### config.mk
export PLATFORM = sky130hd
export DESIGN_NAME = sse_data_event_parser_core
export DESIGN_NICKNAME = d
export VERILOG_FILES = /design/src/rtl/core/sdep_pkg.sv /design/src/rtl/core/sdep_step.sv /design/src/rtl/core/sdep_out_queue.sv /design/src/rtl/core/sse_data_event_parser_core.sv
export SDC_FILE = /design/constraint.sdc
export NUM_CORES = 1
export LEC_CHECK = 0
export BUFFER_PORTS_ARGS = -buffer_cell sky130_fd_sc_hd__clkbuf_2
export CELL_PAD_IN_SITES_DETAIL_PLACEMENT = 2
export CELL_PAD_IN_SITES_GLOBAL_PLACEMENT = 2
export CORE_UTILIZATION = 25
export CTS_CLUSTER_DIAMETER = 50
export DETAILED_ROUTE_END_ITERATION = 12
export PLACE_DENSITY = 0.57
export SETUP_SLACK_MARGIN = 0.2
export SLEW_MARGIN = 0
export SYNTH_ARGS = -nofsm -noshare
export SYNTH_HDL_FRONTEND = slang
export SYNTH_SLANG_ARGS = --single-unit
### constraint.sdc
create_clock -name clk -period 9 [get_ports clk]
set_clock_uncertainty 0.2 [all_clocks]
set_input_delay 0.9 -clock clk [delete_from_list [all_inputs] [get_ports clk]]
set_output_delay 0.9 -clock clk [all_outputs]
set_load 0.005 [all_outputs]
### src/rtl/core/sdep_pkg.sv
// ----------------------------------------------------------------------------
// sdep_pkg
// Shared types, character constants and the prefix table for the SSE
// data event parser.
// ----------------------------------------------------------------------------
package sdep_pkg;

  localparam int unsigned SDEP_QUEUE_DEPTH = 4;

  localparam logic [7:0] CH_CR    = 8'h0D;
  localparam logic [7:0] CH_LF    = 8'h0A;
  localparam logic [7:0] CH_SPACE = 8'h20;
  localparam logic [2:0] PREFIX_LEN = 3'd5;

  typedef enum logic {
    CMD_BYTE   = 1'b0,
    CMD_FINISH = 1'b1
  } sdep_cmd_t;

  typedef enum logic {
    KIND_PAYLOAD   = 1'b0,
    KIND_EVENT_END = 1'b1
  } sdep_kind_t;

  typedef enum logic [5:0] {
    PH_LINE_START  = 6'b000001,
    PH_START_CR    = 6'b000010,
    PH_MATCHING    = 6'b000100,
    PH_AFTER_COLON = 6'b001000,
    PH_IN_VALUE    = 6'b010000,
    PH_IGNORING    = 6'b100000
  } sdep_phase_t;

  typedef struct packed {
    logic       command;
    logic [7:0] stream_byte;
  } sdep_in_t;

  typedef struct packed {
    logic       kind;
    logic [7:0] payload_byte;
    logic       last;
  } sdep_out_t;

  typedef struct packed {
    sdep_phase_t phase;
    logic [2:0]  prefix_position;
    logic        held_carriage_return;
    logic        event_has_data;
  } sdep_state_t;

  // Up to two result words produced by one input word.
  typedef struct packed {
    logic      r0_valid;
    sdep_out_t r0;
    logic      r1_valid;
    sdep_out_t r1;
  } sdep_res_t;

  // Characters of the "data:" field name by position.
  function automatic logic [7:0] prefix_char(input logic [2:0] pos);
    logic [7:0] ch;
    unique case (pos)
      3'd0:    ch = 8'h64;  // d
      3'd1:    ch = 8'h61;  // a
      3'd2:    ch = 8'h74;  // t
      3'd3:    ch = 8'h61;  // a
      3'd4:    ch = 8'h3A;  // :
      default: ch = 8'h00;
    endcase
    return ch;
  endfunction

endpackage

### src/rtl/core/sdep_step.sv
// ----------------------------------------------------------------------------
// sdep_step
// Next-state and result logic for one stream word.
// ----------------------------------------------------------------------------
module sdep_step
  import sdep_pkg::*;
(
  input  sdep_state_t cur,
  input  sdep_in_t    word,
  output sdep_state_t nxt,
  output sdep_res_t   res
);

  logic [7:0] c;
  logic [2:0] pos_inc;

  assign c       = word.stream_byte;
  assign pos_inc = cur.prefix_position + 3'd1;

  always_comb begin
    nxt = cur;
    res = '0;
    if (word.command == CMD_FINISH) begin
      nxt.phase                = PH_LINE_START;
      nxt.prefix_position      = '0;
      nxt.held_carriage_return = 1'b0;
      if (cur.event_has_data) begin
        res.r0_valid = 1'b1;
        res.r0       = '{kind: KIND_EVENT_END, payload_byte: 8'h00, last: 1'b0};
      end
      nxt.event_has_data = 1'b0;
    end else begin
      unique case (cur.phase)
        PH_LINE_START, PH_START_CR: begin
          if (c == CH_LF) begin
            if (cur.event_has_data) begin
              res.r0_valid = 1'b1;
              res.r0       = '{kind: KIND_EVENT_END, payload_byte: 8'h00, last: 1'b0};
            end
            nxt.event_has_data       = 1'b0;
            nxt.phase                = PH_LINE_START;
            nxt.prefix_position      = '0;
            nxt.held_carriage_return = 1'b0;
          end else if (cur.phase == PH_START_CR) begin
            nxt.phase = PH_IGNORING;
          end else if (c == CH_CR) begin
            nxt.phase = PH_START_CR;
          end else if (c == prefix_char(3'd0)) begin
            nxt.phase           = PH_MATCHING;
            nxt.prefix_position = 3'd1;
          end else begin
            nxt.phase = PH_IGNORING;
          end
        end
        PH_MATCHING: begin
          if (c == CH_LF) begin
            nxt.phase                = PH_LINE_START;
            nxt.prefix_position      = '0;
            nxt.held_carriage_return = 1'b0;
          end else if (cur.prefix_position < PREFIX_LEN &&
                       c == prefix_char(cur.prefix_position)) begin
            nxt.prefix_position = pos_inc;
            if (pos_inc == PREFIX_LEN) begin
              // A further data line of the same event opens with a separator.
              if (cur.event_has_data) begin
                res.r0_valid = 1'b1;
                res.r0       = '{kind: KIND_PAYLOAD, payload_byte: CH_LF, last: 1'b0};
              end
              nxt.event_has_data  = 1'b1;
              nxt.phase           = PH_AFTER_COLON;
              nxt.prefix_position = '0;
            end
          end else begin
            nxt.phase           = PH_IGNORING;
            nxt.prefix_position = '0;
          end
        end
        PH_AFTER_COLON: begin
          if (c == CH_LF) begin
            nxt.phase                = PH_LINE_START;
            nxt.prefix_position      = '0;
            nxt.held_carriage_return = 1'b0;
          end else if (c == CH_SPACE) begin
            nxt.phase = PH_IN_VALUE;
          end else if (c == CH_CR) begin
            nxt.held_carriage_return = 1'b1;
            nxt.phase                = PH_IN_VALUE;
          end else begin
            res.r0_valid = 1'b1;
            res.r0       = '{kind: KIND_PAYLOAD, payload_byte: c, last: 1'b0};
            nxt.phase    = PH_IN_VALUE;
          end
        end
        PH_IN_VALUE: begin
          if (c == CH_LF) begin
            nxt.phase                = PH_LINE_START;
            nxt.prefix_position      = '0;
            nxt.held_carriage_return = 1'b0;
          end else if (c == CH_CR) begin
            if (cur.held_carriage_return) begin
              res.r0_valid = 1'b1;
              res.r0       = '{kind: KIND_PAYLOAD, payload_byte: CH_CR, last: 1'b0};
            end
            nxt.held_carriage_return = 1'b1;
          end else begin
            if (cur.held_carriage_return) begin
              res.r0_valid = 1'b1;
              res.r0       = '{kind: KIND_PAYLOAD, payload_byte: CH_CR, last: 1'b0};
              res.r1_valid = 1'b1;
              res.r1       = '{kind: KIND_PAYLOAD, payload_byte: c, last: 1'b0};
            end else begin
              res.r0_valid = 1'b1;
              res.r0       = '{kind: KIND_PAYLOAD, payload_byte: c, last: 1'b0};
            end
            nxt.held_carriage_return = 1'b0;
          end
        end
        default: begin
          // Ignored lines, and any stray phase code, wait for the next LF.
          if (c == CH_LF) begin
            nxt.phase                = PH_LINE_START;
            nxt.prefix_position      = '0;
            nxt.held_carriage_return = 1'b0;
          end else begin
            nxt.held_carriage_return = 1'b0;
          end
        end
      endcase
    end

    if (res.r1_valid) begin
      res.r1.last = 1'b1;
    end else if (res.r0_valid) begin
      res.r0.last = 1'b1;
    end
  end

endmodule

### src/rtl/core/sdep_out_queue.sv
// ----------------------------------------------------------------------------
// sdep_out_queue
// Small result queue that takes up to two words per cycle and hands out one while the reader is ready.
// ----------------------------------------------------------------------------
module sdep_out_queue
  import sdep_pkg::*;
#(
  parameter int unsigned DEPTH = SDEP_QUEUE_DEPTH
) (
  input  logic                       clk,
  input  logic                       rst,
  input  sdep_res_t                  push,
  output logic                       out_valid,
  input  logic                       out_ready,
  output sdep_out_t                  out_word,
  output logic [$clog2(DEPTH+1)-1:0] level
);

  localparam int unsigned PTR_W = $clog2(DEPTH);
  localparam int unsigned LVL_W = $clog2(DEPTH + 1);

  function automatic logic [PTR_W-1:0] ptr_inc(input logic [PTR_W-1:0] p);
    return (p == PTR_W'(DEPTH - 1)) ? '0 : p + 1'b1;
  endfunction

  sdep_out_t        mem [DEPTH];
  logic [PTR_W-1:0] wr_ptr;
  logic [PTR_W-1:0] wr_ptr_next;
  logic [PTR_W-1:0] rd_ptr;
  logic [LVL_W-1:0] level_next;
  logic             pop;
  logic [LVL_W-1:0] push_cnt;

  assign out_valid = (level != '0);
  assign out_word  = mem[rd_ptr];
  assign pop       = out_valid && out_ready;
  assign push_cnt  = LVL_W'(push.r0_valid) + LVL_W'(push.r1_valid);

  always_comb begin
    wr_ptr_next = wr_ptr;
    if (push.r1_valid) begin
      wr_ptr_next = ptr_inc(ptr_inc(wr_ptr));
    end else if (push.r0_valid) begin
      wr_ptr_next = ptr_inc(wr_ptr);
    end
    level_next = level + push_cnt - LVL_W'(pop);
  end

  always_ff @(posedge clk) begin
    if (rst) begin
      wr_ptr <= '0;
      rd_ptr <= '0;
      level  <= '0;
    end else begin
      wr_ptr <= wr_ptr_next;
      level  <= level_next;
      if (pop) begin
        rd_ptr <= ptr_inc(rd_ptr);
      end
    end
  end

  always_ff @(posedge clk) begin
    if (push.r0_valid) begin
      mem[wr_ptr] <= push.r0;
    end
    if (push.r1_valid) begin
      mem[ptr_inc(wr_ptr)] <= push.r1;
    end
  end

endmodule

### src/rtl/core/sse_data_event_parser_core.sv
// ----------------------------------------------------------------------------
// sse_data_event_parser_core
// Streaming parser for the data lines of a Server-Sent Events byte stream.
// Each input word carries one stream byte or a finish command. Payload bytes
// of "data:" lines come out one per output word as they arrive, an LF word
// separates further data lines of one event, and an event-complete word
// follows a blank line or a finish when the event saw a data line. The block
// takes one input word per cycle while its input register is free or moving
// on. An input word is registered, evaluated by the parser step once the
// queue has room, and its results land in a small result queue. A word
// yielding two results (a held CR followed by a value byte) fills two
// output words. The pending word moves on only while the queue has room for
// two results, so the sustained rate is one byte per cycle whenever the
// consumer keeps up, and backpressure on the output reaches the input once
// the queue fills. The last field marks the final result word of each input
// word. No memory clearing is needed after reset.
// ----------------------------------------------------------------------------
module sse_data_event_parser_core
  import sdep_pkg::*;
#(
  parameter int unsigned QUEUE_DEPTH = SDEP_QUEUE_DEPTH
) (
  input  logic      clk,
  input  logic      rst,
  input  logic      item_valid,
  output logic      item_ready,
  input  sdep_in_t  item,
  output logic      result_valid,
  input  logic      result_ready,
  output sdep_out_t result
);

  localparam int unsigned LVL_W = $clog2(QUEUE_DEPTH + 1);

  // Input register holding the word waiting for the parser step.
  logic        pend_valid;
  sdep_in_t    pend;

  // Parser state and the step result for the pending word.
  sdep_state_t state;
  sdep_state_t state_next;
  sdep_res_t   step_res;
  sdep_res_t   push;

  logic [LVL_W-1:0] level;
  logic             space;
  logic             advance;

  // The pending word is processed once the queue can take both of its
  // possible results.
  assign space      = (level <= LVL_W'(QUEUE_DEPTH - 2));
  assign advance    = pend_valid && space;
  assign item_ready = !pend_valid || advance;

  sdep_step u_step (
    .cur  (state),
    .word (pend),
    .nxt  (state_next),
    .res  (step_res)
  );

  always_comb begin
    push          = step_res;
    push.r0_valid = step_res.r0_valid && advance;
    push.r1_valid = step_res.r1_valid && advance;
  end

  sdep_out_queue #(
    .DEPTH (QUEUE_DEPTH)
  ) u_queue (
    .clk       (clk),
    .rst       (rst),
    .push      (push),
    .out_valid (result_valid),
    .out_ready (result_ready),
    .out_word  (result),
    .level     (level)
  );

  always_ff @(posedge clk) begin
    if (rst) begin
      pend_valid                 <= 1'b0;
      state.phase                <= PH_LINE_START;
      state.prefix_position      <= '0;
      state.held_carriage_return <= 1'b0;
      state.event_has_data       <= 1'b0;
    end else begin
      if (item_valid && item_ready) begin
        pend_valid <= 1'b1;
      end else if (advance) begin
        pend_valid <= 1'b0;
      end
      if (advance) begin
        state <= state_next;
      end
    end
  end

  always_ff @(posedge clk) begin
    if (item_valid && item_ready) begin
      pend <= item;
    end
  end

`ifndef SYNTH
  // The queue never holds more words than it has slots.
  a_level_bound: assert property (@(posedge clk) disable iff (rst)
    level <= LVL_W'(QUEUE_DEPTH))
    else $error("result queue overflow");

  // An accepted word is always waiting in the input register next cycle.
  a_accept_pends: assert property (@(posedge clk) disable iff (rst)
    item_valid && item_ready |=> pend_valid)
    else $error("accepted word lost");

  // A second result is only produced together with a first one.
  a_pair_order: assert property (@(posedge clk) disable iff (rst)
    push.r1_valid |-> push.r0_valid)
    else $error("second result without first");

  // Event-complete words carry a zero payload.
  a_end_zero: assert property (@(posedge clk) disable iff (rst)
    result_valid && result.kind == KIND_EVENT_END |-> result.payload_byte == 8'h00)
    else $error("event-complete word with nonzero payload");
`endif

endmodule

==> run summary <==
The run finished with clean final reports. The share of post-route cells with drive strength above 1 is 14.1%. The tools report the initial core utilization as 26.0%. Post-CTS resize count: 0. The critical path endpoint category was a register.

For the worst flop-to-flop path, the logic depth is 15. Setup repair after global routing left no endpoint under its margin. In the final timing run, aggregate negative setup slack is 0 ps. Global routing consumed, over all layers together, 16.1% of the routing resources. The largest family of logic cells by synthesized area was compound AO/OA/AOI/OAI gates. Across the whole layout, storage elements account for 0.00185 mm². edfxtp_1 takes more of the synthesized area than any other cell. The final setup violation count was 0. After synthesis the netlist holds a flip-flop and latch count of 70. CTS built an H-tree with a depth of 3. From synthesis to final layout, the design area changed by 14.2%. The post-synthesis area per instance is 9.73 µm². The tools report the library cell used as clock root buffer as clkbuf_16.

The run gives 0 as the post-CTS setup buffer count. Final total power: 0.885 mW. The startpoint identified for the worst register-to-register timing path is state[2]$_SDFFE_PP0P_. For the pin with the worst max-slew slack, the measured transition is 833 ps. The analysis attributes to cell leakage a power of 1.68 nW. For this run, the number of Yosys warnings is 0. The slowest library cell on the worst path was or4_1.

TritonCTS built the clock tree. The critical path's largest stage delay was 580 ps; the routability congestion estimate from global placement was 0.725. The run gives 2 as the buffer levels on the longest clock path. The half-perimeter wire length after placement is 10.2 mm. After clock tree synthesis, the clock-pin slew on the worst setup and hold paths is 60 ps. After the first detailed-routing iteration, the DRC count stood at 168.

Data on the critical path is required at its endpoint by 9010 ps. The number of violations of the max-capacitance limit was 0. The tools report the critical hold path startpoint as u_queue.mem[3][9]$_SDFFE_PP0P_. The final number of max-transition violations is 0, and the area fraction of the dominant cell type after synthesis is 32.2%.

The TritonCTS buffer count is 9, and the placeable core area is 0.0161 mm². Sorting the synthesized cells by area gives the leading types as edfxtp_1, dfxtp_1, ha_1, mux4_2, o21ai_0. The run gives 0.0173 mm² as the area of the die. In the synthesized netlist the async set-or-reset flop fraction comes to 0%.

The logs give 0 for the number of hold-repair buffers added at the cts stage and 4 for the first-pass iteration count of the detailed router. The relative slew slack was 43.9%; the simple logic cell fraction of the synthesized area was 18.7%. The total count of hold-check failures in the final report is 0, and the count of pins on the block boundary is 25.

After synthesis, the share of cell area in mux cells is 5.61%. The die extent in y is 132 µm. The run gives 100 µV as the peak supply drop. Proportion of synthesized chip area in sequential cells: 44.2%.

The routed length per instance is 19.7 µm, and the total overflow reported by the global router is 0. The number of nets in the finished design was 481; the fraction of the mapped netlist area in compound gates was 19.9%. In this run, distinct cell masters in the synthesized netlist total 60. Top achievable clock speed: 227 MHz.

The cell type group with the largest total delay on the critical path is compound AO/OA/AOI/OAI gates. The clock latency at the later pin of the worst-skew pair is 340 ps. The area occupied by multi-input gates came out at 0.00217 mm².

Using the TritonRoute via totals, the vias-per-cell ratio works out to 5.17. The post-synthesis net count is 464, and the number of standard cells after synthesis is 431. The number of buffers and inverters on the critical path is 2.

The logs give 21.6 mm for the first-pass GRT wire length and 4430 ps for the arrival time reported for the critical path endpoint. The maximum number of pins on one net before global-route repair is 25, and the post-route clock period utilization is 49.0%. The worst hold path was traced through 2 stages.

The cell that appears most often on the critical path is ha_1. For this run, design rule violations remaining after detail routing come to 0. The areal power density over the cells was 185 mW/mm². Port buffering added 24 buffers. In the synthesized netlist the dominant register cell turns out to be edfxtp_1. After Yosys synthesis, full adders, half adders and majority gates account for 6.15% of the synthesized area. The final layout contains routed wiring with a total length of 13.2 mm. The shortest period the worst path allows works out to 4410 ps. Kind of launch point of the worst setup path: a register. The maximum fanout along the worst path is 9, and the via count of the first global-routing pass is 3780. The clock net in this run drives a total of 70 sinks. The filler cell count in the final layout was 1820. The number of enable flip-flop cells after synthesis works out to 45.

In this run the core area contains 46 standard-cell rows. The vias after detailed routing was 3461; the overall die width was 132 µm. The critical path goes through inv_1, ha_1, or4_1, a21o_1, a2111o_1, a2111o_1, o21a_4, nor2_1, ha_1, inv_1, ha_1, fa_1, xnor2_1, xnor2_1, nor2_1.

The end of the worst register-to-register path is u_queue.level[2]$_SDFF_PP0_. The tightest min-delay check is of the reg2reg type. The mapped netlist covers 0.00419 mm².

Xor-xnor portion of the synthesized cell area: 1.46%. Once detail routing completed, the nets flagged for antenna violations numbered 0. The tools report the number of antenna repair diodes as 0.

In this run the worst setup path begins at state[2]$_SDFFE_PP0P_. The worst setup path is of the reg2reg kind. The initial antenna violation count was 0.

The worst hold path terminates at u_queue.mem[3][9]$_SDFFE_PP0P_. The tools report the worst-case register-to-register setup slack as 4590 ps.
-- worst max path at each step --
stage          depth (start not counted)  slack (ps)                          end
5_1_grt                               15        4270  u_queue.level[2]$_SDFF_PP0_
3_3_place_gp                          15        4680  u_queue.level[2]$_SDFF_PP0_
3_5_place_dp                          15        4570  u_queue.level[2]$_SDFF_PP0_
2_1_floorplan                         16        4880  u_queue.level[2]$_SDFF_PP0_
4_1_cts                               15        4540  u_queue.level[2]$_SDFF_PP0_
6_report                              15        4590  u_queue.level[2]$_SDFF_PP0_
-- final cells by class --
class                      instances  share of cell area, %
multi-input combinational        318                   45.3
sequential                        70                   38.7
tap                              216                   5.64
clock buffer                       9                   4.70
timing repair buffer              29                   3.29
inverter                          20                   1.57
clock inverter                     7                  0.836
-- cells in the final DEF, fill, tap and decap left out, types with 9 or more instances in the layout --
master     count
clkbuf_16      9
dfxtp_1       25
a31oi_1       10
mux4_2        10
edfxtp_1      45
o22ai_1        9
nor2_1        29
nor4_1         9
nand2_1       51
inv_1         20
o21ai_0       40
nand3_1       17
ha_1          19
a21oi_1       16
clkbuf_2      24
-- Yosys cell counts, drive strengths merged (4+ instances only) --
| cell | number |
|---|---|
| nand2 | 51 |
| xnor2 | 4 |
| nor2 | 29 |
| nor4 | 10 |
| o22ai | 9 |
| nor3 | 4 |
| or4 | 5 |
| a22o | 7 |
| edfxtp | 45 |
| nor2b | 7 |
| dfxtp | 25 |
| inv | 20 |
| a31oi | 10 |
| buf | 4 |
| o21ai | 42 |
| nand2b | 7 |
| and3 | 6 |
| clkbuf | 19 |
| mux4 | 10 |
| nand3 | 17 |
| o21a | 5 |
| o31ai | 10 |
| a21oi | 16 |
| ha | 19 |
| or3 | 4 |
| a211oi | 4 |
-- report_power, final --
part           leakage, nW  internal [mW]  total [mW]  switching [mW]
registers            0.668          0.356       0.389          0.0339
logic                0.885         0.0865       0.171          0.0846
clock network        0.124          0.184       0.324           0.140
total                 1.68          0.626       0.885           0.259
-- per-stage QoR --
step                cell area, µm²  cells  worst slack (ps)  hold slack (ps)  util (%)
CTS                           4790    669              4540              286      29.7
floorplan                     4190    431              4880              246         -
global placement              4530    653              4680              282      28.1
detailed placement            4530    653              4570              279      28.1
global route                  4790    669              4270              315      29.7
finish                        4790    669              4590              282      29.7
-- tightest hold or removal path, delay by kind of cell (launching register included) --
family | cells | cell delay, ps
AO/OA/AOI/OAI | 1 | 60
flip-flops | 1 | 320
AND/OR/NAND/NOR | 1 | 50
-- registers in the layout, summed over array words and instances, names as in the netlist, named ones only --
| signal | cells |
|---|---|
| u_queue.rd_ptr | 2 |
| u_queue.level | 3 |
| u_queue.wr_ptr | 2 |
| state | 11 |
| pend | 9 |
| pend_valid | 1 |
| u_queue.mem | 40 |
-- layer usage --
metal | global-route usage, % | routed length (µm)
met3 | 2.20 | 214
met4 | 6.52 | 255
met2 | 27.5 | 6480
met5 | 0 | 0
met1 | 20.2 | 6210
-- kinds of logic after synthesis --
logic type      after synthesis
xor+xnor                      7
compound gates              125
simple gates                155
buf+inv                      43
mux                          11
fa+ha+maj                    20
flops                        70
(Power assumes the default switching activity.)
